### config.mk
export PLATFORM = sky130hd
export DESIGN_NAME = three_level_priority_job_queue
export DESIGN_NICKNAME = d
export VERILOG_FILES = /design/src/design/tlpjq_pkg.sv /design/src/design/three_level_priority_job_queue.sv /design/src/design/tlpjq_ram.sv /design/src/design/tlpjq_ptrs.sv
export SDC_FILE = /design/constraint.sdc
export NUM_CORES = 2
export LEC_CHECK = 0
export ABC_AREA = 1
export BUFFER_PORTS_ARGS = -buffer_cell sky130_fd_sc_hd__buf_2
export CAP_MARGIN = 20
export CORE_MARGIN = 8
export CORE_UTILIZATION = 40
export DETAILED_ROUTE_END_ITERATION = 7
export SYNTH_ARGS = -nofsm -noshare
export SYNTH_HDL_FRONTEND = slang
export SYNTH_HIERARCHICAL = 1
export SYNTH_SLANG_ARGS = --single-unit
### constraint.sdc
create_clock -name clk -period 4.7 [get_ports clk]
set_clock_uncertainty 0.2 [all_clocks]
set_input_delay 0.94 -clock clk [delete_from_list [all_inputs] [get_ports clk]]
set_output_delay 0.94 -clock clk [all_outputs]
set_load 0.005 [all_outputs]
### src/design/tlpjq_pkg.sv
// Shared constants, codes, types and helpers for the three-level priority job queue.
`timescale 1ns / 1ps

package tlpjq_pkg;

  // Queue geometry and payload widths.
  localparam int QUEUE_DEPTH = 16;
  localparam int ID_WIDTH    = 16;
  localparam int TIME_WIDTH  = 16;
  localparam int LEVELS      = 3;

  // Derived widths.
  localparam int PTR_W       = $clog2(QUEUE_DEPTH);
  localparam int CNT_W       = $clog2(QUEUE_DEPTH + 1);
  localparam int STORE_DEPTH = LEVELS * QUEUE_DEPTH;
  localparam int ADDR_W      = $clog2(STORE_DEPTH);
  localparam int DATA_W      = ID_WIDTH + TIME_WIDTH;
  localparam int SUM_W       = $clog2(STORE_DEPTH + 1);
  localparam int LVL_W       = 2;
  localparam int FIELD_W     = 16;
  localparam int TOTAL_W     = 6;

  // Operation codes.
  localparam logic OP_ADD    = 1'b0;
  localparam logic OP_REMOVE = 1'b1;

  // Job classes; the top three are also the priority levels.
  typedef enum logic [LVL_W-1:0] {
    CLS_HIGH    = 2'd0,
    CLS_MID     = 2'd1,
    CLS_LOW     = 2'd2,
    CLS_UNKNOWN = 2'd3
  } class_t;

  // Result status codes.
  typedef enum logic [1:0] {
    ST_OK      = 2'd0,
    ST_EMPTY   = 2'd1,
    ST_FULL    = 2'd2,
    ST_UNKNOWN = 2'd3
  } status_t;

  // Pointer update request to the pointer file.
  typedef struct packed {
    logic             push;
    logic             pop;
    logic [LVL_W-1:0] level;
  } qcmd_t;

  // Pointer file state seen by the controller.
  typedef struct packed {
    logic [LEVELS-1:0][PTR_W-1:0] head;
    logic [LEVELS-1:0][PTR_W-1:0] tail;
    logic [LEVELS-1:0]            full;
    logic [LVL_W-1:0]             top;
    logic                         found;
    logic [SUM_W-1:0]             total;
  } qinfo_t;

  // Store address of one slot of one level.
  function automatic logic [ADDR_W-1:0] slot_addr(input logic [LVL_W-1:0] lvl,
                                                  input logic [PTR_W-1:0] ptr);
    return ADDR_W'(lvl) * ADDR_W'(QUEUE_DEPTH) + ADDR_W'(ptr);
  endfunction

endpackage

### src/design/three_level_priority_job_queue.sv
// Top level of the three-level strict-priority job queue.
//
//  Channel | Handshake            | Payload
//  --------+----------------------+-----------------------------------------------
//  in      | in_valid, in_ready   | op, job_class, job_id, service_time
//  out     | out_valid, out_ready | job_valid, out_class, out_job_id,
//          |                      | out_service_time, waiting_time, total_jobs, status
//
// Each input word passes three steps: accept (an add writes the job store), read of the
// head slot of the highest non-empty queue, and commit into the output register.
// The registered read port of the job store sets these steps.
// Reset clears pointers, counts and the waiting time; the job store is not cleared.
// A new word is accepted while a finished result waits; the commit step stalls
// until the output register is free.
`timescale 1ns / 1ps

module three_level_priority_job_queue
  import tlpjq_pkg::*;
(
  input  logic                 clk,
  input  logic                 rst,
  input  logic                 in_valid,
  output logic                 in_ready,
  input  logic                 op,
  input  logic [LVL_W-1:0]     job_class,
  input  logic [FIELD_W-1:0]   job_id,
  input  logic [FIELD_W-1:0]   service_time,
  output logic                 out_valid,
  input  logic                 out_ready,
  output logic                 job_valid,
  output logic [LVL_W-1:0]     out_class,
  output logic [FIELD_W-1:0]   out_job_id,
  output logic [FIELD_W-1:0]   out_service_time,
  output logic [FIELD_W-1:0]   waiting_time,
  output logic [TOTAL_W-1:0]   total_jobs,
  output logic [1:0]           status
);

  typedef enum logic [2:0] {
    S_IDLE = 3'b001,
    S_READ = 3'b010,
    S_DATA = 3'b100
  } state_t;

  state_t                state, state_next;
  logic                  op_q;
  status_t               status_q;
  logic [LVL_W-1:0]      top_q;
  logic                  found_q;
  logic [TIME_WIDTH-1:0] waiting, waiting_next;

  qcmd_t                 cmd;
  qinfo_t                info;

  logic                  accept;
  logic                  commit;
  logic                  cls_known;
  logic                  cls_full;
  logic [PTR_W-1:0]      sel_tail;
  logic [PTR_W-1:0]      sel_head;
  logic                  add_ok;
  logic                  pop;
  status_t               acc_status;
  logic [DATA_W-1:0]     rd_data;
  logic [ID_WIDTH-1:0]   rd_id;
  logic [TIME_WIDTH-1:0] rd_time;
  logic [SUM_W-1:0]      total_after;

  assign in_ready = (state == S_IDLE);
  assign accept   = in_valid && in_ready;
  assign commit   = (state == S_DATA) && (!out_valid || out_ready);

  // Tail and full flag of the class being added, head of the top level.
  always_comb begin
    cls_known = 1'b0;
    cls_full  = 1'b0;
    sel_tail  = '0;
    sel_head  = '0;
    for (int i = 0; i < LEVELS; i++) begin
      if (job_class == LVL_W'(i)) begin
        cls_known = 1'b1;
        cls_full  = info.full[i];
        sel_tail  = info.tail[i];
      end
      if (info.top == LVL_W'(i)) begin
        sel_head = info.head[i];
      end
    end
  end

  // Status known at accept time for add words.
  always_comb begin
    priority if (op == OP_REMOVE) begin
      acc_status = ST_OK;
    end else if (!cls_known) begin
      acc_status = ST_UNKNOWN;
    end else if (cls_full) begin
      acc_status = ST_FULL;
    end else begin
      acc_status = ST_OK;
    end
  end

  assign add_ok = accept && (op == OP_ADD) && cls_known && !cls_full;
  assign pop    = commit && (op_q == OP_REMOVE) && found_q;

  // Pointer file commands: push at accept, pop at commit.
  always_comb begin
    cmd.push  = add_ok;
    cmd.pop   = pop;
    cmd.level = add_ok ? job_class : top_q;
  end

  tlpjq_ptrs u_ptrs (
    .clk  (clk),
    .rst  (rst),
    .cmd  (cmd),
    .info (info)
  );

  // Job store: written at accept, head slot read in the read step.
  tlpjq_ram #(
    .DEPTH (STORE_DEPTH),
    .WIDTH (DATA_W)
  ) u_store (
    .clk   (clk),
    .we    (add_ok),
    .waddr (slot_addr(job_class, sel_tail)),
    .wdata ({ID_WIDTH'(job_id), TIME_WIDTH'(service_time)}),
    .re    (state == S_READ),
    .raddr (slot_addr(info.top, sel_head)),
    .rdata (rd_data)
  );

  assign rd_id   = rd_data[DATA_W-1:TIME_WIDTH];
  assign rd_time = rd_data[TIME_WIDTH-1:0];

  // Waiting time follows the top head after every add that finds a job.
  assign waiting_next = (commit && (op_q == OP_ADD) && found_q) ? rd_time : waiting;
  assign total_after  = pop ? info.total - 1'b1 : info.total;

  // Sequencer.
  always_comb begin
    state_next = state;
    unique case (state)
      S_IDLE: begin
        if (accept) state_next = S_READ;
      end
      S_READ: begin
        state_next = S_DATA;
      end
      S_DATA: begin
        if (commit) state_next = S_IDLE;
      end
      default: state_next = S_IDLE;
    endcase
  end

  always_ff @(posedge clk) begin
    if (rst) begin
      state   <= S_IDLE;
      waiting <= '0;
    end else begin
      state   <= state_next;
      waiting <= waiting_next;
    end
  end

  // Word context held through the read step.
  always_ff @(posedge clk) begin
    if (accept) begin
      op_q     <= op;
      status_q <= acc_status;
    end
    if (state == S_READ) begin
      top_q   <= info.top;
      found_q <= info.found;
    end
  end

  // Output register.
  always_ff @(posedge clk) begin
    if (rst) begin
      out_valid <= 1'b0;
    end else if (commit) begin
      out_valid <= 1'b1;
    end else if (out_ready) begin
      out_valid <= 1'b0;
    end
  end

  always_ff @(posedge clk) begin
    if (commit) begin
      job_valid        <= pop;
      out_class        <= pop ? top_q : '0;
      out_job_id       <= pop ? FIELD_W'(rd_id) : '0;
      out_service_time <= pop ? FIELD_W'(rd_time) : '0;
      waiting_time     <= FIELD_W'(waiting_next);
      total_jobs       <= TOTAL_W'(total_after);
      status           <= ((op_q == OP_REMOVE) && !found_q) ? ST_EMPTY : status_q;
    end
  end

  // A removed job always comes with an ok status.
  assert property (@(posedge clk) disable iff (rst)
    out_valid && job_valid |-> status == ST_OK)
    else $error("job given out with a failure status");

  // An accepted word always goes on to the store read.
  assert property (@(posedge clk) disable iff (rst)
    accept |=> state == S_READ)
    else $error("accepted word did not start a read");

  // The read step always hands over to the commit step.
  assert property (@(posedge clk) disable iff (rst)
    state == S_READ |=> state == S_DATA)
    else $error("read step not followed by commit step");

  // The job count never goes beyond the store size.
  assert property (@(posedge clk) disable iff (rst)
    out_valid |-> total_jobs <= TOTAL_W'(STORE_DEPTH))
    else $error("total job count beyond store size");

endmodule

### src/design/tlpjq_ram.sv
// Simple dual-port synchronous RAM with a registered read port.
`timescale 1ns / 1ps

module tlpjq_ram #(
  parameter int DEPTH = 48,
  parameter int WIDTH = 32
) (
  input  logic                     clk,
  input  logic                     we,
  input  logic [$clog2(DEPTH)-1:0] waddr,
  input  logic [WIDTH-1:0]         wdata,
  input  logic                     re,
  input  logic [$clog2(DEPTH)-1:0] raddr,
  output logic [WIDTH-1:0]         rdata
);

  logic [WIDTH-1:0] mem [DEPTH];

  // Write port.
  always_ff @(posedge clk) begin
    if (we) begin
      mem[waddr] <= wdata;
    end
  end

  // Read port; data appears in the cycle after the enable and then holds.
  always_ff @(posedge clk) begin
    if (re) begin
      rdata <= mem[raddr];
    end
  end

endmodule

### src/design/tlpjq_ptrs.sv
// Head and tail pointers, fill counts and priority selection of the three queues.
`timescale 1ns / 1ps

module tlpjq_ptrs
  import tlpjq_pkg::*;
(
  input  logic   clk,
  input  logic   rst,
  input  qcmd_t  cmd,
  output qinfo_t info
);

  logic [LEVELS-1:0][PTR_W-1:0] head;
  logic [LEVELS-1:0][PTR_W-1:0] tail;
  logic [LEVELS-1:0][CNT_W-1:0] count;

  function automatic logic [PTR_W-1:0] ptr_inc(input logic [PTR_W-1:0] p);
    return (p == PTR_W'(QUEUE_DEPTH - 1)) ? '0 : p + 1'b1;
  endfunction

  // Pointer and count updates; a push and a pop never come in the same cycle.
  always_ff @(posedge clk) begin
    if (rst) begin
      head  <= '0;
      tail  <= '0;
      count <= '0;
    end else begin
      for (int i = 0; i < LEVELS; i++) begin
        if (cmd.push && cmd.level == LVL_W'(i)) begin
          tail[i]  <= ptr_inc(tail[i]);
          count[i] <= count[i] + 1'b1;
        end else if (cmd.pop && cmd.level == LVL_W'(i)) begin
          head[i]  <= ptr_inc(head[i]);
          count[i] <= count[i] - 1'b1;
        end
      end
    end
  end

  // Full flags, highest non-empty level and total job count.
  always_comb begin
    info.head  = head;
    info.tail  = tail;
    info.found = 1'b0;
    info.top   = CLS_UNKNOWN;
    info.total = '0;
    for (int i = LEVELS - 1; i >= 0; i--) begin
      info.full[i] = (count[i] == CNT_W'(QUEUE_DEPTH));
      if (count[i] != '0) begin
        info.found = 1'b1;
        info.top   = LVL_W'(i);
      end
      info.total = info.total + SUM_W'(count[i]);
    end
  end

endmodule
==> results.toml <==
[clock_tree]
path_clk_slew_ps = 60
cts.hold.buffers_added = 0
cts_buffer_depth = 3
postCtsSetupBuffers = 0
clkSinkCount = 1692
post_cts_resized = 0
root_buffer = "clkbuf_16"
h-tree-depth = 4
clk-insertion-delay-late_ps = 810
cts_tree = "built"
cts_buffers = 172

[worst_setup_path]
cp.arrival_ps = 4540
path_class = "reg -> reg"
start_kind = "register"
cp.required_ps = 5040
end_kind = "register"
cp_max_fo = 124

[placed_design]
dpl_cell_area_sq_um = 72900
hpwlAfterDp_um = 105000
place.gp.congestion = 0.803
dpl.cell_count = 7927
numPortBuffers = 99

[sta]
min_period_ps = 4200
maxSlewViolCount = 0
max_freq_ghz = 0.238
period_share_pct = 89.4
hold_ws_ps = 215
rsz0062_at_grt = "no"
setup_violations = 0
worstMarginPinSlew_ps = 1080
maxSlewHeadroom_pct = 27.9
hold_viol_final = 0
fin_setup_tns_ps = 0

[cells_and_area]
final_cells = 8246
final_area_sq_um = 78500
drive_above_1_share_pct = 10.1
nets = 5937
area_delta_synth_final_pct = 14.3

[grt]
grt-ovfl-total = 0
grt_pass1_vias = 43000
antenna_found_initial = 2
grt_pass1_wl_um = 283000
grt_start_max_net_pins = 174
groute.usage.overall_pct = 20.2

[floorplan]
fp.dieArea_sq_um = 185000
core_area_sq_um = 171000
fp.dieW_um = 430
io_pins = 100
rows = 152
die_height_um = 430
start_util_pct = 40.1

[synth]
yosys_warnings = 6
syn-cell-area_sq_um = 68700
synth_edf_count = 1633
yosys.cell_types.count = 39
yosys-top-cells-count = "edfxtp_1, nand2_1, nand3_1, nor2_1, o21ai_0"
ys.flop_type = "edfxtp_1"
async_flop_share_pct = 0
ys_ff_latch = 1692
synth_top_area_cell = "edfxtp_1"
synth.avg_cell_area_sq_um = 11.9
synth_cells = 5783
synthTopCellsByArea = "edfxtp_1, nand2_1, nand3_1"
yosysSeqAreaShare_pct = 73.1
synth_nets = 5851
yosysTopAreaCellShare_pct = 71.4
synth_most_common_cell = "edfxtp_1"

[power]
p_clk_share_pct = 43.4
leakage_nw = 27.6
p_per_area_nw_per_um2 = 398
power_mw = 31.3
ir_worst_vdd_v = 0.000303
seqPwrFrac_pct = 53.2
switching_share_pct = 21.0
combPwrFrac_pct = 3.5
p_int_mw = 24.7
switchingPower_mw = 6.56

[detailed_routing]
wire_per_inst_um = 23.3
routed_wirelength_um = 192000
drt_iter0_drc = 4585
ant_nets = 0
routed_via_density = 5.41
first_pass_iters = 6
vias = 44700
drc = 0

[run_status]
status = "completed"

[job]
cap_violations = 0

[hold_path]
min_path_type = "in -> reg"
sequential cells by signal (all words and copies together), names as in the netlist:
signal	flops
u_ptrs/info	24
u_store/mem	1536
found_q	1
out_service_time	16
status_q	2
op_q	1
out_class	2
u_store/rdata	32
state	3
waiting	16
out_job_id	16
job_valid	1
total_jobs	6
u_ptrs/count	15
waiting_time	16
out_valid	1
top_q	2
status	2
cell families after synthesis:
logic type                 count (synthesis)  synth area share, %
and+or+nand+nor                         3102                 19.2
buffers and inverters                    499                 3.14
AOI/OAI and AO/OA                        448                 3.75
adders and majority gates                 29                0.627
DFF                                     1692                 73.1
xor gates and xnor gates                  13                0.166
through the flow:
stage,util (%),worst slack [ps]
3_5_place_dp,42.6,508
5_1_grt,45.9,192
6_report,45.9,499
3_3_place_gp,42.6,565
2_1_floorplan,-,695
4_1_cts,45.9,468
layer usage:
metal	global-route usage (%)	routed length [um]	vias to the layer above
met5	0	0	-
met4	6.58	5850	0
met3	2.51	11700	286
met2	34.0	93200	1547
met1	27.3	81100	22300
li1	-	-	20600
power by group through the flow:
stage	Sequential, mW	Clock, mW	Combinational [mW]
after floorplan	16.9	0	0.436
after global placement	16.9	0	1.08
after detailed placement	16.9	0	1.09
after CTS	16.6	13.8	1.10
after global routing	16.6	14.3	1.16
final	16.6	13.6	1.08
worst paths after layout:
path                            slack, ps  cells after the start                end             from
worst max register to register        500                     15  u_store/rdata[26]  u_ptrs/count[0]
worst min-delay path                  210                      1               op_q               op
worst max-delay path                  500                     15  u_store/rdata[26]  u_ptrs/count[0]
worst min register to register        280                      2    u_ptrs/info[18]  u_ptrs/info[18]
worst max-delay path: stages, from the launching register on:
cell	delay, ps
dfxtp_1	350
nor2_1	150
nand4_1	190
nor3_2	530
nand3_1	230
nand3_4	180
buf_12	300
buf_12	480
buf_12	310
nor2_1	80
o21ai_0	120
o211ai_1	150
nand3_1	110
nand2_1	90
nand2_1	230
nand2_1	90
placed cells by master, fill, tap and decap left out, drive strengths merged, types with 6 or more instances in the layout:
| master | synthesis | routed |
|---|---|---|
| nand4 | 8 | 8 |
| clkbuf | 145 | 218 |
| nand3 | 1017 | 1017 |
| bufinv | 0 | 17 |
| nand2 | 1529 | 1529 |
| ha | 20 | 20 |
| o21ai | 280 | 280 |
| clkinv | 1 | 77 |
| fa | 9 | 9 |
| xnor2 | 6 | 6 |
| nor3 | 11 | 11 |
| nor2 | 531 | 531 |
| buf | 201 | 258 |
| a21oi | 36 | 36 |
| dfxtp | 59 | 59 |
| xor2 | 7 | 7 |
| inv | 152 | 153 |
| edfxtp | 1633 | 1633 |
| o211ai | 128 | 128 |
layout make-up:
type	count	area, sq um
Tap cell	2233	2790
Clock buffer	218	4660
Multi-Input combinational cell	3592	16700
Antenna cell	3	7.51
Timing Repair Buffer	258	2590
Fill cell	15200	92600
Clock inverter	97	920
Sequential cell	1692	50200
Inverter	153	599
No activity file was read; power rests on OpenSTA's default activity.
